==> src/rtl/bshc_pkg.sv <==
// ----------------------------------------------------------------------------
// bshc_pkg
// Shared types and constants for the button-set twelve-hour clock.
// ----------------------------------------------------------------------------
`default_nettype none

package bshc_pkg;

    // Field widths
    localparam int unsigned BTN_W  = 5;
    localparam int unsigned TPS_W  = 10;
    localparam int unsigned DBT_W  = 8;
    localparam int unsigned HOUR_W = 4;
    localparam int unsigned MIN_W  = 6;
    localparam int unsigned SEC_W  = 6;

    // Stream and config port widths
    localparam int unsigned IN_TDATA_W  = 8;
    localparam int unsigned OUT_TDATA_W = 24;
    localparam int unsigned CFG_ADDR_W  = 2;
    localparam int unsigned CFG_DATA_W  = TPS_W;

    // Button bit positions
    localparam int unsigned BTN_MINUTE = 0;
    localparam int unsigned BTN_SECOND = 1;
    localparam int unsigned BTN_DOWN   = 2;
    localparam int unsigned BTN_HOUR   = 3;
    localparam int unsigned BTN_UP     = 4;

    // Register indexes
    localparam logic [CFG_ADDR_W-1:0] REG_TICKS_PER_SECOND = 2'd0;
    localparam logic [CFG_ADDR_W-1:0] REG_DEBOUNCE_TICKS   = 2'd1;

    // Reset values and dial limits
    localparam logic [TPS_W-1:0]  TPS_RESET  = 10'd100;
    localparam logic [DBT_W-1:0]  DBT_RESET  = 8'd5;
    localparam logic [HOUR_W-1:0] HOUR_MIN   = 4'd1;
    localparam logic [HOUR_W-1:0] HOUR_MAX   = 4'd12;
    localparam logic [MIN_W-1:0]  MIN_MAX    = 6'd59;
    localparam logic [SEC_W-1:0]  SEC_MAX    = 6'd59;

    // Clock state
    typedef struct packed {
        logic [TPS_W-1:0]  divider;
        logic [BTN_W-1:0]  accepted;
        logic [DBT_W-1:0]  debounce;
        logic [TPS_W-1:0]  hold;
        logic [HOUR_W-1:0] hour;
        logic [MIN_W-1:0]  minute;
        logic [SEC_W-1:0]  second;
    } clk_state_t;

    // Outcome of one tick
    typedef struct packed {
        clk_state_t nxt;
        logic       shown;
        logic       frozen;
    } step_res_t;

endpackage

`default_nettype wire

==> src/rtl/bshc_step.sv <==
// ----------------------------------------------------------------------------
// bshc_step
// Next-state logic for one tick: debounce, hold repeat, setting and advance.
// ----------------------------------------------------------------------------
`default_nettype none

module bshc_step
    import bshc_pkg::*;
(
    input  wire logic [BTN_W-1:0] buttons,
    input  wire logic [TPS_W-1:0] ticks_per_second,
    input  wire logic [DBT_W-1:0] debounce_ticks,
    input  wire clk_state_t       cur,
    output step_res_t             res
);

    logic [TPS_W-1:0]  half;
    logic [TPS_W-1:0]  last;
    logic              do_set;
    logic              advance;
    logic [TPS_W-1:0]  div_mid;
    logic [HOUR_W-1:0] set_hour;
    logic [MIN_W-1:0]  set_minute;
    logic [SEC_W-1:0]  set_second;
    logic [HOUR_W-1:0] adv_hour;
    logic [MIN_W-1:0]  adv_minute;
    logic [SEC_W-1:0]  adv_second;

    assign half = ticks_per_second >> 1;
    assign last = ticks_per_second - 10'd1;

    // Field values after a button step (up wins over down)
    always_comb
    begin
        set_hour   = cur.hour;
        set_minute = cur.minute;
        set_second = cur.second;
        if (buttons[BTN_UP])
        begin
            if (buttons[BTN_HOUR])
                set_hour = (cur.hour >= HOUR_MAX) ? HOUR_MIN : cur.hour + 4'd1;
            if (buttons[BTN_MINUTE])
                set_minute = (cur.minute >= MIN_MAX) ? 6'd0 : cur.minute + 6'd1;
            if (buttons[BTN_SECOND])
                set_second = (cur.second >= SEC_MAX) ? 6'd0 : cur.second + 6'd1;
        end
        else if (buttons[BTN_DOWN])
        begin
            if (buttons[BTN_HOUR])
                set_hour = (cur.hour <= HOUR_MIN || cur.hour > HOUR_MAX) ?
                           HOUR_MAX : cur.hour - 4'd1;
            if (buttons[BTN_MINUTE])
                set_minute = (cur.minute == 6'd0 || cur.minute > MIN_MAX) ?
                             MIN_MAX : cur.minute - 6'd1;
            if (buttons[BTN_SECOND])
                set_second = (cur.second == 6'd0 || cur.second > SEC_MAX) ?
                             SEC_MAX : cur.second - 6'd1;
        end
    end

    // Field values after one second of running time
    always_comb
    begin
        adv_hour   = cur.hour;
        adv_minute = cur.minute;
        adv_second = cur.second;
        if (cur.second < SEC_MAX)
            adv_second = cur.second + 6'd1;
        else
        begin
            adv_second = 6'd0;
            if (cur.minute < MIN_MAX)
                adv_minute = cur.minute + 6'd1;
            else
            begin
                adv_minute = 6'd0;
                adv_hour   = (cur.hour >= HOUR_MAX) ? HOUR_MIN : cur.hour + 4'd1;
            end
        end
    end

    // Button handling and divider
    always_comb
    begin
        res        = '0;
        res.nxt    = cur;
        do_set     = 1'b0;
        res.frozen = 1'b0;

        if (buttons != '0)
        begin
            if (buttons == cur.accepted)
            begin
                if (cur.hold == ticks_per_second)
                begin
                    if ((cur.divider == half || cur.divider == last) &&
                        (buttons[BTN_UP] || buttons[BTN_DOWN]))
                        do_set = 1'b1;
                end
                else
                    res.nxt.hold = cur.hold + 10'd1;
            end
            else
            begin
                res.nxt.hold = '0;
                if (cur.debounce < debounce_ticks)
                begin
                    res.nxt.debounce = cur.debounce + 8'd1;
                    res.frozen       = 1'b1;
                end
                else
                begin
                    do_set           = 1'b1;
                    res.nxt.debounce = '0;
                    res.nxt.accepted = buttons;
                end
            end
        end

        advance = !res.frozen && (buttons == '0) && (cur.divider == ticks_per_second);
        div_mid = advance ? '0 : cur.divider;

        if (!res.frozen)
            res.nxt.divider = (div_mid < ticks_per_second) ? div_mid + 10'd1 : '0;

        if (do_set)
        begin
            res.nxt.hour   = set_hour;
            res.nxt.minute = set_minute;
            res.nxt.second = set_second;
        end
        else if (advance)
        begin
            res.nxt.hour   = adv_hour;
            res.nxt.minute = adv_minute;
            res.nxt.second = adv_second;
        end

        res.shown = do_set || advance;
    end

endmodule

`default_nettype wire

==> src/rtl/button_set_twelve_hour_clock.sv <==
// ----------------------------------------------------------------------------
// button_set_twelve_hour_clock
// Twelve-hour clock ticked by a stream of button words, set by buttons.
// ----------------------------------------------------------------------------
//  channel   direction  contents
//  s_*       in         one tick: buttons
//  m_*       out        time and display_update, one per tick
//  cfg_*     in         register writes (0 ticks_per_second, 1 debounce_ticks)
//
// One tick per cycle while m_tready stays high; each tick passes the input
// register, then the clock state and result register are updated together.
// Reset: time 12:00:00, counters clear, registers 100 and 5.
// A stalled result holds; the input register still takes one more request.
// ----------------------------------------------------------------------------
`default_nettype none

module button_set_twelve_hour_clock
    import bshc_pkg::*;
(
    input  wire logic                   clk,
    input  wire logic                   rst_n,
    input  wire logic                   s_tvalid,
    output logic                        s_tready,
    input  wire logic [IN_TDATA_W-1:0]  s_tdata,   // [4:0] buttons
    output logic                        m_tvalid,
    input  wire logic                   m_tready,
    output logic [OUT_TDATA_W-1:0]      m_tdata,   // [3:0] hours, [9:4] minutes,
                                                   // [15:10] seconds,
                                                   // [16] display_update
    input  wire logic                   cfg_wr_en,
    input  wire logic [CFG_ADDR_W-1:0]  cfg_addr,
    input  wire logic [CFG_DATA_W-1:0]  cfg_wdata
);

    logic [TPS_W-1:0]  tps_reg;
    logic [DBT_W-1:0]  dbt_reg;
    logic              in_valid_reg;
    logic [BTN_W-1:0]  in_btn_reg;
    logic              out_valid_reg;
    logic [HOUR_W-1:0] out_hour_reg;
    logic [MIN_W-1:0]  out_min_reg;
    logic [SEC_W-1:0]  out_sec_reg;
    logic              out_upd_reg;
    clk_state_t        state_reg;
    clk_state_t        state_next;
    step_res_t         res;
    logic              fire;

    // Configuration registers
    always_ff @(posedge clk or negedge rst_n)
    begin
        if (!rst_n)
        begin
            tps_reg <= TPS_RESET;
            dbt_reg <= DBT_RESET;
        end
        else if (cfg_wr_en)
        begin
            case (cfg_addr)
                REG_TICKS_PER_SECOND: tps_reg <= cfg_wdata;
                REG_DEBOUNCE_TICKS:   dbt_reg <= cfg_wdata[DBT_W-1:0];
                default:              ;
            endcase
        end
    end

    // Handshake
    assign fire     = in_valid_reg && (!out_valid_reg || m_tready);
    assign s_tready = !in_valid_reg || fire;

    // Input register
    always_ff @(posedge clk or negedge rst_n)
    begin
        if (!rst_n)
            in_valid_reg <= 1'b0;
        else if (s_tready)
            in_valid_reg <= s_tvalid;
    end

    always_ff @(posedge clk)
    begin
        if (s_tready && s_tvalid)
            in_btn_reg <= s_tdata[BTN_W-1:0];
    end

    bshc_step u_step (
        .buttons          (in_btn_reg),
        .ticks_per_second (tps_reg),
        .debounce_ticks   (dbt_reg),
        .cur              (state_reg),
        .res              (res)
    );

    assign state_next = fire ? res.nxt : state_reg;

    // Clock state
    always_ff @(posedge clk or negedge rst_n)
    begin
        if (!rst_n)
            state_reg <= '{divider: '0, accepted: '0, debounce: '0, hold: '0,
                           hour: HOUR_MAX, minute: '0, second: '0};
        else
            state_reg <= state_next;
    end

    // Result register
    always_ff @(posedge clk or negedge rst_n)
    begin
        if (!rst_n)
            out_valid_reg <= 1'b0;
        else if (fire)
            out_valid_reg <= 1'b1;
        else if (m_tready)
            out_valid_reg <= 1'b0;
    end

    always_ff @(posedge clk)
    begin
        if (fire)
        begin
            out_hour_reg <= res.nxt.hour;
            out_min_reg  <= res.nxt.minute;
            out_sec_reg  <= res.nxt.second;
            out_upd_reg  <= res.shown;
        end
    end

    assign m_tvalid = out_valid_reg;
    assign m_tdata  = {7'd0, out_upd_reg, out_sec_reg, out_min_reg, out_hour_reg};

`ifndef SYNTHESIS
    // Held time always lies on the dial
    a_time_range: assert property (@(posedge clk) disable iff (!rst_n)
        state_reg.hour >= HOUR_MIN && state_reg.hour <= HOUR_MAX &&
        state_reg.minute <= MIN_MAX && state_reg.second <= SEC_MAX)
        else $error("clock state off the dial");

    // A debounce wait leaves divider and time untouched
    a_frozen: assert property (@(posedge clk) disable iff (!rst_n)
        fire && res.frozen |=> $stable(state_reg.divider) &&
        $stable(state_reg.hour) && $stable(state_reg.minute) &&
        $stable(state_reg.second))
        else $error("state moved during debounce wait");

    // Input only stalls with both stages full
    a_stall: assert property (@(posedge clk) disable iff (!rst_n)
        !s_tready |-> in_valid_reg && out_valid_reg && !m_tready)
        else $error("input stalled without cause");

    // State moves only on a processed tick
    a_state_hold: assert property (@(posedge clk) disable iff (!rst_n)
        !fire |=> $stable(state_reg))
        else $error("state changed without a tick");
`endif

endmodule

`default_nettype wire
==> config.mk <==
export PLATFORM = sky130hd
export DESIGN_NAME = button_set_twelve_hour_clock
export DESIGN_NICKNAME = d
export VERILOG_FILES = /design/src/rtl/bshc_pkg.sv /design/src/rtl/bshc_step.sv /design/src/rtl/button_set_twelve_hour_clock.sv
export SDC_FILE = /design/constraint.sdc
export NUM_CORES = 1
export LEC_CHECK = 0
export BUFFER_PORTS_ARGS = -buffer_cell sky130_fd_sc_hd__buf_2
export CORE_MARGIN = 2
export CORE_UTILIZATION = 55
export DETAILED_ROUTE_END_ITERATION = 8
export PLACE_DENSITY = 0.82
export SYNTH_ARGS = -nofsm -noshare
export SYNTH_HDL_FRONTEND = slang
export SYNTH_SLANG_ARGS = --single-unit
==> constraint.sdc <==
create_clock -name clk -period 4.1 [get_ports clk]
set_input_delay 0.82 -clock clk [delete_from_list [all_inputs] [get_ports clk]]
set_output_delay 0.82 -clock clk [all_outputs]
set_load 0.02 [all_outputs]
# After elaboration in Yosys (flattened, before gate mapping)
# Cells that the tools add are included.
[word_totals]
ff_bits = 91
output_inout_bits = 26
elab_cells = 115
in_bits = 25
[op_classes]
n_eq_ne = 7
n_addsub = 10
reduce_logical = 28
mux = 40
order_cmp = 11
n_bitwise = 3
[op_table]
columns = ["operator", "count"]
rows = [
  ["6-bit two-way mux", 15],
  ["10-bit two-way mux", 4],
  ["16-bit two-way mux", 2],
  ["4-bit two-way mux", 8],
  ["10-bit == test", 3],
  ["10-bit by 1-bit adder with 10-bit output, second input constant", 2],
  ["6-bit by 1-bit adder with 6-bit output, second input constant", 2],
  ["6-bit >= comparator, second input constant", 2],
  ["6-bit greater-than comparator, second input constant", 2],
  ["6-bit zero test", 2],
  ["6-bit less-than comparator, second input constant", 2],
  ["6-bit by 1-bit subtractor with 6-bit output, second input constant", 2],
  ["10-bit by 9-bit == test with 1-bit output", 1],
  ["10-bit less-than comparator", 1],
  ["1-bit two-way mux", 10],
  ["10-bit by 1-bit subtractor with 10-bit output, second input constant", 1],
  ["8-bit by 1-bit adder with 8-bit output, second input constant", 1],
  ["1-bit logical OR", 8],
  ["8-bit less-than comparator", 1],
  ["8-bit two-way mux", 1],
  ["2-bit AND reduction", 3],
  ["3-bit AND reduction", 2],
  ["5-bit == test", 1],
  ["1-bit logical AND", 5],
  ["other kinds (14)", 18],
]

# Logic depth before layout (Yosys ltp)
# Gate-level depths: netlist (run 1).
[depth]
word_depth = 10
depth_mapped = 16
ltp_nobuf = 14

# By module
# From an unflattened synthesis (run 1), not the netlist that was laid out.
[hier_totals]
cells_unflattened = 737
area_unflattened_um2 = 7069.3
[by_module_without_submodules]
columns = ["mod", "cells_per_inst", "area_per_inst_um2", "seq_area_each_um2", "n_inst"]
rows = [
  ["button_set_twelve_hour_clock", 182, 3535.9, 2396.0, 1],
  ["bshc_step", 555, 3533.4, 0.0, 1],
]

# Worst setup path before layout (run 1)
# Ideal clock, no wire load.
[synth_path]
kind = "register -> register"
start = "reg tps_reg[9]"
end = "reg state_reg[47] in the netlist's numbering"
path_buffers = 2
t_required_ns = 4.033
slack_ns = 0.574
arrival_time_ns = 3.459
period_less_slack_ns = 3.526
setup_ns = 0.067
stages_incl_launch_ff = 17
path_cell_list = "dfrtp_1 > clkbuf_1 > inv_1 > ha_1 > and2_1 > and4_1 > nand3_1 > clkbuf_1 > and2_1 > ha_1 > a211oi_1 > nand2_1 > a2111oi_0 > o21ai_1 > a211oi_2 > and3_1 > a221o_1"
[synth_between]
elab_chain_len = 5
word_cells_on_any_way = 6
classes_between = "1 x add/sub; 1 x order compare; 1 x eq/ne; 2 x mux; 1 x reduce/logical"
[synth_lines]
columns = ["element", "line_no", "text"]
rows = [
  ["start, declared", "button_set_twelve_hour_clock.sv:35", "logic [TPS_W-1:0] tps_reg;"],
  ["start signal, assigned", "button_set_twelve_hour_clock.sv:60", "REG_TICKS_PER_SECOND: tps_reg <= cfg_wdata;"],
  ["10-bit == test", "bshc_step.sv:120", "advance = !res.frozen && (buttons == '0) && (cur.divider == ticks_per_second);"],
  ["1-bit logical AND", "bshc_step.sv:120", ""],
  ["10-bit two-way mux", "bshc_step.sv:121", "div_mid = advance ? '0 : cur.divider;"],
  ["10-bit by 1-bit adder with 10-bit output / 10-bit less-than comparator (equally long branches)", "bshc_step.sv:124", "res.nxt.divider = (div_mid < ticks_per_second) ? div_mid + 10'd1 : '0;"],
  ["10-bit two-way mux *", "bshc_step.sv:124", ""],
  ["end signal, assigned", "button_set_twelve_hour_clock.sv:100", "state_reg <= '{divider: '0, accepted: '0, debounce: '0, hold: '0,"],
  ["end signal, assigned", "button_set_twelve_hour_clock.sv:103", "state_reg <= state_next;"],
  ["end, declared", "button_set_twelve_hour_clock.sv:44", "clk_state_t state_reg;"],
]
# Every way passes the cells marked *; elsewhere a longest branch is shown, timed or not.
# A chain may end at the register's enable or synchronous reset.

# Worst setup path after layout (run 1)
[layout_path]
start = "reg tps_reg[9]"
end = "reg state_reg[46] in the netlist's numbering"
# The elaborated chain is that of the path after synthesis.

==> flow_results.xml, run 1 <==
<?xml version="1.0" encoding="UTF-8"?>
<metrics>
  <group name="setup_path">
    <metric name="r2r.worst_path.cells" unit="">14</metric>
    <metric name="timing.critical_path.cells" unit="">inv_1 &gt; ha_1 &gt; and2_1 &gt; and4_1 &gt; nand3_1 &gt; and2_1 &gt; ha_1 &gt; a211oi_1 &gt; nand2_1 &gt; a2111oi_0 &gt; o21ai_1 &gt; a211oi_4 &gt; a21oi_1 &gt; o21ai_0</metric>
    <metric name="worstPathRequired" unit="ns">4.36</metric>
    <metric name="standard_cell_with_the_maximum_stage_delay_on_the_critical_path" unit="">sky130_fd_sc_hd__dfrtp_1</metric>
    <metric name="worstPathMaxFanout" unit="">9</metric>
    <metric name="criticalPathCategory" unit="">reg -&gt; reg</metric>
    <metric name="rrSetupSlack" unit="ns">0.38</metric>
    <metric name="crit_path_max_incr_delay" unit="ns">0.53</metric>
    <metric name="arrival" unit="ns">3.98</metric>
    <metric name="startpoint" unit="">tps_reg[9]$_DFFE_PN0P_</metric>
    <metric name="crit_end" unit="">state_reg[46]$_DFFE_PN0P_</metric>
    <metric name="setup.worst_path.end_class" unit="">flip-flop</metric>
    <metric name="regToRegStartpoint" unit="">tps_reg[9]$_DFFE_PN0P_</metric>
    <metric name="startpoint_type" unit="">flip-flop</metric>
    <metric name="timing.rr.end" unit="">state_reg[46]$_DFFE_PN0P_</metric>
  </group>
  <group name="pwr">
    <metric name="power.ir.vdd_worst" unit="V">0.000296</metric>
    <metric name="share_comb_of_total_power" unit="%">38.0</metric>
    <metric name="total_leakage_power" unit="nW">3.08</metric>
    <metric name="pwr_density_cell" unit="nW/um^2">503</metric>
    <metric name="cell_internal_pwr" unit="mW">2.21</metric>
    <metric name="power.net_switching" unit="mW">1.41</metric>
    <metric name="swShare" unit="%">39.0</metric>
    <metric name="power_frac_seq" unit="%">39.2</metric>
    <metric name="power_frac_clock" unit="%">22.8</metric>
  </group>
  <group name="logic_synthesis">
    <metric name="synth.yosys.seq_area_share" unit="%">36.5</metric>
    <metric name="multiplexer_area_fraction_after_synthesis" unit="%">7.04</metric>
    <metric name="postSynthRegisterBits" unit="">91</metric>
    <metric name="yosys_most_used_dff" unit="">sky130_fd_sc_hd__dfrtp_1</metric>
    <metric name="post_synth.cell_area_avg" unit="um^2">8.98</metric>
    <metric name="ys_types" unit="">80</metric>
    <metric name="synth_common_cells" unit="">65 x sky130_fd_sc_hd__nand2_1, 62 x sky130_fd_sc_hd__dfrtp_1, 49 x sky130_fd_sc_hd__nor2_1, 47 x sky130_fd_sc_hd__a21oi_1, 43 x sky130_fd_sc_hd__o21ai_0</metric>
    <metric name="synthCells" unit="">731</metric>
    <metric name="synth_compound_area_share" unit="%">18.6</metric>
    <metric name="synth_edf_count" unit="">22</metric>
    <metric name="synth_most_common_cell" unit="">sky130_fd_sc_hd__nand2_1</metric>
    <metric name="yosys.area_share.adder" unit="%">5.15</metric>
    <metric name="cell_area_synth" unit="um^2">6560</metric>
    <metric name="post-synth-top-area-cell" unit="">sky130_fd_sc_hd__dfrtp_1</metric>
    <metric name="yosysTopAreaCellShare" unit="%">23.6</metric>
    <metric name="ys.warnings.count" unit="">0</metric>
    <metric name="synth-async-reset-ratio" unit="%">75.8</metric>
    <metric name="yosys-top-cells-area" unit="">sky130_fd_sc_hd__dfrtp_1 24%, sky130_fd_sc_hd__edfxtp_1 10%, sky130_fd_sc_hd__ha_1 5.1%</metric>
    <metric name="dominant_combinational_cell_family_by_area_after_synthesis" unit="">simple AND/OR/NAND/NOR gates</metric>
    <metric name="synthSimpleGateAreaFrac" unit="%">19.0</metric>
    <metric name="post_synth_xor_area_fraction" unit="%">6.94</metric>
  </group>
  <group name="placement">
    <metric name="io_buffers" unit="">40</metric>
    <metric name="hpwlAfterDp" unit="mm">11.6</metric>
    <metric name="gp_congestion" unit="">0.951</metric>
  </group>
  <group name="clock_network">
    <metric name="ctsHtreeMaxLevel" unit="">3</metric>
    <metric name="clockRootBuffer" unit="">sky130_fd_sc_hd__clkbuf_16</metric>
    <metric name="cts.hold.buffers_added" unit="">0</metric>
    <metric name="cts.sinks" unit="">91</metric>
    <metric name="tritoncts" unit="">built</metric>
    <metric name="postCtsSetupBuffers" unit="">0</metric>
    <metric name="cts_resized" unit="">0</metric>
    <metric name="clock_tree.buffer_depth" unit="">2</metric>
    <metric name="numCtsBuffers" unit="">9</metric>
    <metric name="worst_skew_pair.late_latency" unit="ns">0.35</metric>
    <metric name="cts.reportedPaths.clkPinSlew" unit="ns">0.06</metric>
  </group>
  <group name="grt">
    <metric name="grt.overflow.total" unit="">0</metric>
    <metric name="antenna_found_initial" unit="">0</metric>
    <metric name="grt_first_pass_wirelength" unit="mm">26.6</metric>
    <metric name="grt.total_usage" unit="%">25.8</metric>
    <metric name="maximum_number_of_pins_on_one_net_before_global_route_repair" unit="">43</metric>
    <metric name="via_count_of_the_first_global_routing_pass" unit="">5493</metric>
  </group>
  <group name="finish">
    <metric name="syn_to_final_growth" unit="%">9.74</metric>
    <metric name="share_of_post_route_cells_with_drive_strength_above_1" unit="%">17.6</metric>
    <metric name="largest_reg_flops" unit="">49</metric>
    <metric name="nFillCells" unit="">962</metric>
    <metric name="antenna_cells_inserted" unit="">0</metric>
    <metric name="finalNetCount" unit="">807</metric>
  </group>
  <group name="timing">
    <metric name="report.final.hold_viol_count" unit="">0</metric>
    <metric name="tightest_slew" unit="ns">0.971</metric>
    <metric name="rsz0062_at_grt" unit="">no</metric>
    <metric name="tns" unit="ns">0</metric>
    <metric name="slew_viol_final" unit="">0</metric>
    <metric name="fin_worst_skew" unit="ns">0.00859</metric>
    <metric name="period_minus_slack" unit="ns">3.72</metric>
    <metric name="final_clock_period_utilization_by_the_worst_path" unit="%">90.8</metric>
    <metric name="fmax" unit="GHz">0.269</metric>
    <metric name="relSlewSlack" unit="%">35.3</metric>
    <metric name="worst_hold_slack" unit="ns">0.508</metric>
    <metric name="timing.final.setup_violations" unit="">0</metric>
  </group>
  <group name="detailed_routing">
    <metric name="firstDrtPassIters" unit="">7</metric>
    <metric name="wl_per_cell" unit="um">17.8</metric>
    <metric name="finalWirelength" unit="mm">16.0</metric>
    <metric name="routed_via_count_divided_by_cell_count" unit="">6.24</metric>
    <metric name="detailedRoute.firstIterationViolations" unit="">619</metric>
    <metric name="drc_errors" unit="">3</metric>
    <metric name="vias" unit="">5639</metric>
    <metric name="ant_nets_after_route" unit="">0</metric>
  </group>
  <group name="outcome">
    <metric name="violations" unit="">design-rule violations</metric>
    <metric name="run_status" unit="">complete, but fails checks</metric>
  </group>
  <group name="die">
    <metric name="chipWidth" unit="um">113</metric>
    <metric name="floorplan.die_area" unit="um^2">12800</metric>
    <metric name="count_of_pins_on_the_block_boundary" unit="">51</metric>
    <metric name="floorplan.rows" unit="">39</metric>
    <metric name="initial_utilization" unit="%">57.0</metric>
    <metric name="placeableCoreArea" unit="um^2">11500</metric>
    <metric name="die_y" unit="um">113</metric>
  </group>
  <group name="run">
    <metric name="cap_viol_max_count" unit="">0</metric>
  </group>
  <group name="min_path">
    <metric name="hold_path.class" unit="">reg -&gt; reg</metric>
  </group>
</metrics>
[how the worst min path moves through the flow]
stage	start	end	slack, ns	cells past startpoint
finish	dbt_reg[4]$_DFFE_PN0P_	dbt_reg[4]$_DFFE_PN0P_	0.51	1
detailed placement	dbt_reg[4]$_DFFE_PN0P_	dbt_reg[4]$_DFFE_PN0P_	0.50	1
CTS	in_valid_reg$_DFFE_PN0N_	m_tvalid$_DFFE_PN0P_	0.51	1
global placement	in_valid_reg$_DFFE_PN0N_	m_tvalid$_DFFE_PN0P_	0.47	1
floorplan	in_valid_reg$_DFFE_PN0N_	m_tvalid$_DFFE_PN0P_	0.46	1
global route	dbt_reg[7]$_DFFE_PN0P_	dbt_reg[7]$_DFFE_PN0P_	0.53	1
[power groups by stage]
stage / Sequential (mW) / Clock (mW) / Combinational, mW
detailed placement: 1.43 / 0 / 1.35
global route: 1.45 / 0.884 / 1.54
finish: 1.42 / 0.827 / 1.38
global placement: 1.41 / 0 / 1.28
floorplan: 1.31 / 0 / 1.12
CTS: 1.41 / 0.838 / 1.36
[routing by layer]
metal	vias to the layer above	track usage, %	wire length, um
li1	2671	-	-
met1	2734	34.7	6970
met3	35	4.45	1080
met5	-	0	0
met2	199	41.2	7620
met4	0	11.1	372
[cells by family (layout without fill, tap and decap cells)]
kind of cell    Yosys count  count (layout)
flops                    91              91
simple gates            240             240
compound gates          182             182
fa+ha+maj                27              27
mux                      41              41
xor+xnor                 52              52
buf+inv                  97             120
other cells               1               7
[final cells by class]
cell class | count | area, um^2 | share of cell area, %
Inverter | 35 | 131 | 1.82
Multi-Input combinational cell | 549 | 3780 | 52.5
Tap cell | 143 | 179 | 2.48
Sequential cell | 91 | 2400 | 33.3
Clock buffer | 12 | 268 | 3.72
Clock inverter | 4 | 28.8 | 0.400
Timing Repair Buffer | 69 | 418 | 5.80
[critical path, delay by kind of cell, from the launching register on]
kind | cells | cell delay, ns
simple gates | 5 | 0.90
buf+inv | 1 | 0.10
flops | 1 | 0.53
compound gates | 6 | 1.54
fa+ha+maj | 2 | 0.57
[stage by stage]
step	util (%)	std cells	setup WS, ns	area, um^2	power (mW)
CTS	62.4	903	0.378	7190	3.61
global placement	59.8	887	0.530	6890	2.69
detailed placement	59.8	887	0.422	6890	2.77
global route	62.5	903	0.0336	7200	3.86
finish	62.5	903	0.379	7200	3.63
floorplan	-	737	0.574	6590	2.43
[layout by cell type, fill, tap and decap left out, types with 26 or more instances in the layout]
master,instances
sky130_fd_sc_hd__nand2_1,65
sky130_fd_sc_hd__buf_2,40
sky130_fd_sc_hd__ha_1,27
sky130_fd_sc_hd__nand3_1,26
sky130_fd_sc_hd__inv_1,34
sky130_fd_sc_hd__o21ai_0,43
sky130_fd_sc_hd__buf_4,29
sky130_fd_sc_hd__nor2_1,49
sky130_fd_sc_hd__xor2_1,30
sky130_fd_sc_hd__a21oi_1,47
sky130_fd_sc_hd__dfrtp_1,62
Note: power is estimated with default switching activity, not from simulation.
==> run 2, diff against run 1 <==
CTS_BUF_LIST = sky130_fd_sc_hd__clkbuf_16   (was default)
==> run 2 against run 1 <==
Against the previous run: the flow still finishes with violations (design-rule violations); fmax rose by 0.21%; core utilization fell by 0.087 points; total power fell by 0.57%; clock skew barely moved; sequential share of layout area barely moved; register-to-register slack barely moved; sequential power barely moved; cell count did not move; critical path type unchanged; critical endpoint unchanged; largest cell class unchanged; highest routed layer unchanged.
==> flow_results.xml, run 2 (synthesized netlist as in run 1, its figures left out) <==
<?xml version="1.0" encoding="UTF-8"?>
<metrics>
  <group name="timing">
    <metric name="relSlewSlack" unit="%">35.7</metric>
    <metric name="slew_viol_final" unit="">0</metric>
    <metric name="rsz0062_at_grt" unit="">no</metric>
    <metric name="report.final.hold_viol_count" unit="">0</metric>
    <metric name="final_clock_period_utilization_by_the_worst_path" unit="%">90.6</metric>
    <metric name="fmax" unit="GHz">0.269</metric>
    <metric name="period_minus_slack" unit="ns">3.71</metric>
    <metric name="tightest_slew" unit="ns">0.964</metric>
    <metric name="tns" unit="ns">0</metric>
    <metric name="fin_worst_skew" unit="ns">0.00879</metric>
    <metric name="worst_hold_slack" unit="ns">0.508</metric>
    <metric name="timing.final.setup_violations" unit="">0</metric>
  </group>
  <group name="pwr">
    <metric name="share_comb_of_total_power" unit="%">38.2</metric>
    <metric name="power.net_switching" unit="mW">1.42</metric>
    <metric name="cell_internal_pwr" unit="mW">2.19</metric>
    <metric name="total_leakage_power" unit="nW">3.08</metric>
    <metric name="swShare" unit="%">39.3</metric>
    <metric name="power_frac_seq" unit="%">39.4</metric>
    <metric name="power_frac_clock" unit="%">22.4</metric>
    <metric name="pwr_density_cell" unit="nW/um^2">501</metric>
    <metric name="power.ir.vdd_worst" unit="V">0.000298</metric>
  </group>
  <group name="die">
    <metric name="chipWidth" unit="um">113</metric>
    <metric name="floorplan.rows" unit="">39</metric>
    <metric name="initial_utilization" unit="%">57.0</metric>
    <metric name="placeableCoreArea" unit="um^2">11500</metric>
    <metric name="die_y" unit="um">113</metric>
    <metric name="count_of_pins_on_the_block_boundary" unit="">51</metric>
    <metric name="floorplan.die_area" unit="um^2">12800</metric>
  </group>
  <group name="grt">
    <metric name="grt_first_pass_wirelength" unit="mm">26.6</metric>
    <metric name="antenna_found_initial" unit="">0</metric>
    <metric name="grt.total_usage" unit="%">25.8</metric>
    <metric name="via_count_of_the_first_global_routing_pass" unit="">5516</metric>
    <metric name="maximum_number_of_pins_on_one_net_before_global_route_repair" unit="">43</metric>
    <metric name="grt.overflow.total" unit="">0</metric>
  </group>
  <group name="clock_network">
    <metric name="clockRootBuffer" unit="">sky130_fd_sc_hd__clkbuf_16</metric>
    <metric name="numCtsBuffers" unit="">9</metric>
    <metric name="postCtsSetupBuffers" unit="">0</metric>
    <metric name="cts.sinks" unit="">91</metric>
    <metric name="worst_skew_pair.late_latency" unit="ns">0.36</metric>
    <metric name="cts.reportedPaths.clkPinSlew" unit="ns">0.06</metric>
    <metric name="clock_tree.buffer_depth" unit="">2</metric>
    <metric name="tritoncts" unit="">built</metric>
    <metric name="ctsHtreeMaxLevel" unit="">3</metric>
  </group>
  <group name="finish">
    <metric name="syn_to_final_growth" unit="%">9.59</metric>
    <metric name="commonest_non_fill_non_tap_cells_in_the_layout" unit="">65 x sky130_fd_sc_hd__nand2_1, 62 x sky130_fd_sc_hd__dfrtp_1, 49 x sky130_fd_sc_hd__nor2_1, 47 x sky130_fd_sc_hd__a21oi_1, 43 x sky130_fd_sc_hd__o21ai_0</metric>
    <metric name="final_common_cell" unit="">sky130_fd_sc_hd__nand2_1</metric>
    <metric name="final-instance-count-excl-fill" unit="">903</metric>
    <metric name="antenna_cells_inserted" unit="">0</metric>
    <metric name="finalNetCount" unit="">807</metric>
    <metric name="final_cell_area" unit="um^2">7190</metric>
    <metric name="share_of_post_route_cells_with_drive_strength_above_1" unit="%">17.5</metric>
    <metric name="largest_reg_flops" unit="">49</metric>
    <metric name="nFillCells" unit="">961</metric>
  </group>
  <group name="placement">
    <metric name="post_dp_cell_area" unit="um^2">6890</metric>
    <metric name="placedCellCount" unit="">887</metric>
    <metric name="hpwlAfterDp" unit="mm">11.6</metric>
    <metric name="io_buffers" unit="">40</metric>
    <metric name="gp_congestion" unit="">0.951</metric>
  </group>
  <group name="detailed_routing">
    <metric name="drc_errors" unit="">3</metric>
    <metric name="detailedRoute.firstIterationViolations" unit="">582</metric>
    <metric name="ant_nets_after_route" unit="">0</metric>
    <metric name="routed_via_count_divided_by_cell_count" unit="">6.22</metric>
    <metric name="vias" unit="">5613</metric>
    <metric name="firstDrtPassIters" unit="">7</metric>
    <metric name="wl_per_cell" unit="um">17.8</metric>
    <metric name="finalWirelength" unit="mm">16.0</metric>
  </group>
  <group name="setup_path">
    <metric name="worstPathMaxFanout" unit="">9</metric>
    <metric name="setup.worst_path.end_class" unit="">flip-flop</metric>
    <metric name="criticalPathCategory" unit="">reg -&gt; reg</metric>
    <metric name="arrival" unit="ns">3.98</metric>
    <metric name="startpoint_type" unit="">flip-flop</metric>
    <metric name="worstPathRequired" unit="ns">4.36</metric>
  </group>
  <group name="outcome">
    <metric name="run_status" unit="">complete, but fails checks</metric>
    <metric name="violations" unit="">design-rule violations</metric>
  </group>
  <group name="min_path">
    <metric name="hold_path.class" unit="">reg -&gt; reg</metric>
  </group>
  <group name="run">
    <metric name="cap_viol_max_count" unit="">0</metric>
  </group>
</metrics>
-- run 2: final cells by class --
| cell class | instances | area, um^2 | share of cell area (%) |
|---|---|---|---|
| clock inverters | 6 | 36.3 | 0.505 |
| flip-flops and latches | 91 | 2400 | 33.3 |
| multi-input cells | 549 | 3780 | 52.6 |
| clock buffers | 10 | 250 | 3.48 |
| repair buffers | 69 | 418 | 5.81 |
| well taps | 143 | 179 | 2.49 |
| inverters | 35 | 131 | 1.83 |
-- run 2: repair_timing --
action | CTS | global route
hold endpoints to repair | 0 | 0
hold buffers | 0 | 0
endpoints found under the setup margin | 0 | 5
gates resized for setup | 0 | 2
-- run 2: power groups by stage --
| stage | clock network [mW] | logic, mW | registers, mW |
|---|---|---|---|
| after floorplan | 0 | 1.12 | 1.31 |
| after global placement | 0 | 1.28 | 1.41 |
| after detailed placement | 0 | 1.35 | 1.43 |
| after CTS | 0.815 | 1.36 | 1.41 |
| after global routing | 0.858 | 1.54 | 1.45 |
| final | 0.809 | 1.38 | 1.42 |
-- run 2: path summary, 6_finish.rpt --
path,to,slack (ns),cells after the start,start
max,state_reg[46]$_DFFE_PN0P_,0.39,14,tps_reg[9]$_DFFE_PN0P_
min,dbt_reg[4]$_DFFE_PN0P_,0.51,1,dbt_reg[4]$_DFFE_PN0P_
max reg2reg,state_reg[46]$_DFFE_PN0P_,0.39,14,tps_reg[9]$_DFFE_PN0P_
min reg2reg,dbt_reg[4]$_DFFE_PN0P_,0.51,1,dbt_reg[4]$_DFFE_PN0P_
max in group asynchronous,state_reg[14]$_DFFE_PN1P_,2.49,2,rst_n
min in group asynchronous,tps_reg[9]$_DFFE_PN0P_,0.62,1,rst_n
-- run 2: layer usage --
layer	share of wire, %	track usage (%)	vias up
li1	-	-	2677
met1	43	34.5	2702
met2	48	41.6	205
met3	6.8	4.45	29
met4	2.2	10.7	0
met5	0	0	-
-- run 2: worst max-delay path, cell delays in order, from the launching register on --
cell and delay [ns]:
sky130_fd_sc_hd__dfrtp_1 0.52, sky130_fd_sc_hd__inv_1 0.10, sky130_fd_sc_hd__ha_1 0.28, sky130_fd_sc_hd__and2_1 0.12, sky130_fd_sc_hd__and4_1 0.24, sky130_fd_sc_hd__nand3_1 0.20, sky130_fd_sc_hd__and2_1 0.24, sky130_fd_sc_hd__ha_1 0.29
sky130_fd_sc_hd__a211oi_1 0.20, sky130_fd_sc_hd__nand2_1 0.09, sky130_fd_sc_hd__a2111oi_0 0.34, sky130_fd_sc_hd__o21ai_1 0.28, sky130_fd_sc_hd__a211oi_4 0.42, sky130_fd_sc_hd__a21oi_1 0.11, sky130_fd_sc_hd__o21ai_0 0.18
-- run 2: through the flow --
stage | setup slack [ns] | util (%) | total power, mW
floorplan | 0.574 | - | 2.43
global placement | 0.530 | 59.8 | 2.69
detailed placement | 0.422 | 59.8 | 2.77
CTS | 0.378 | 62.3 | 3.58
global route | 0.0336 | 62.5 | 3.84
finish | 0.387 | 62.5 | 3.61
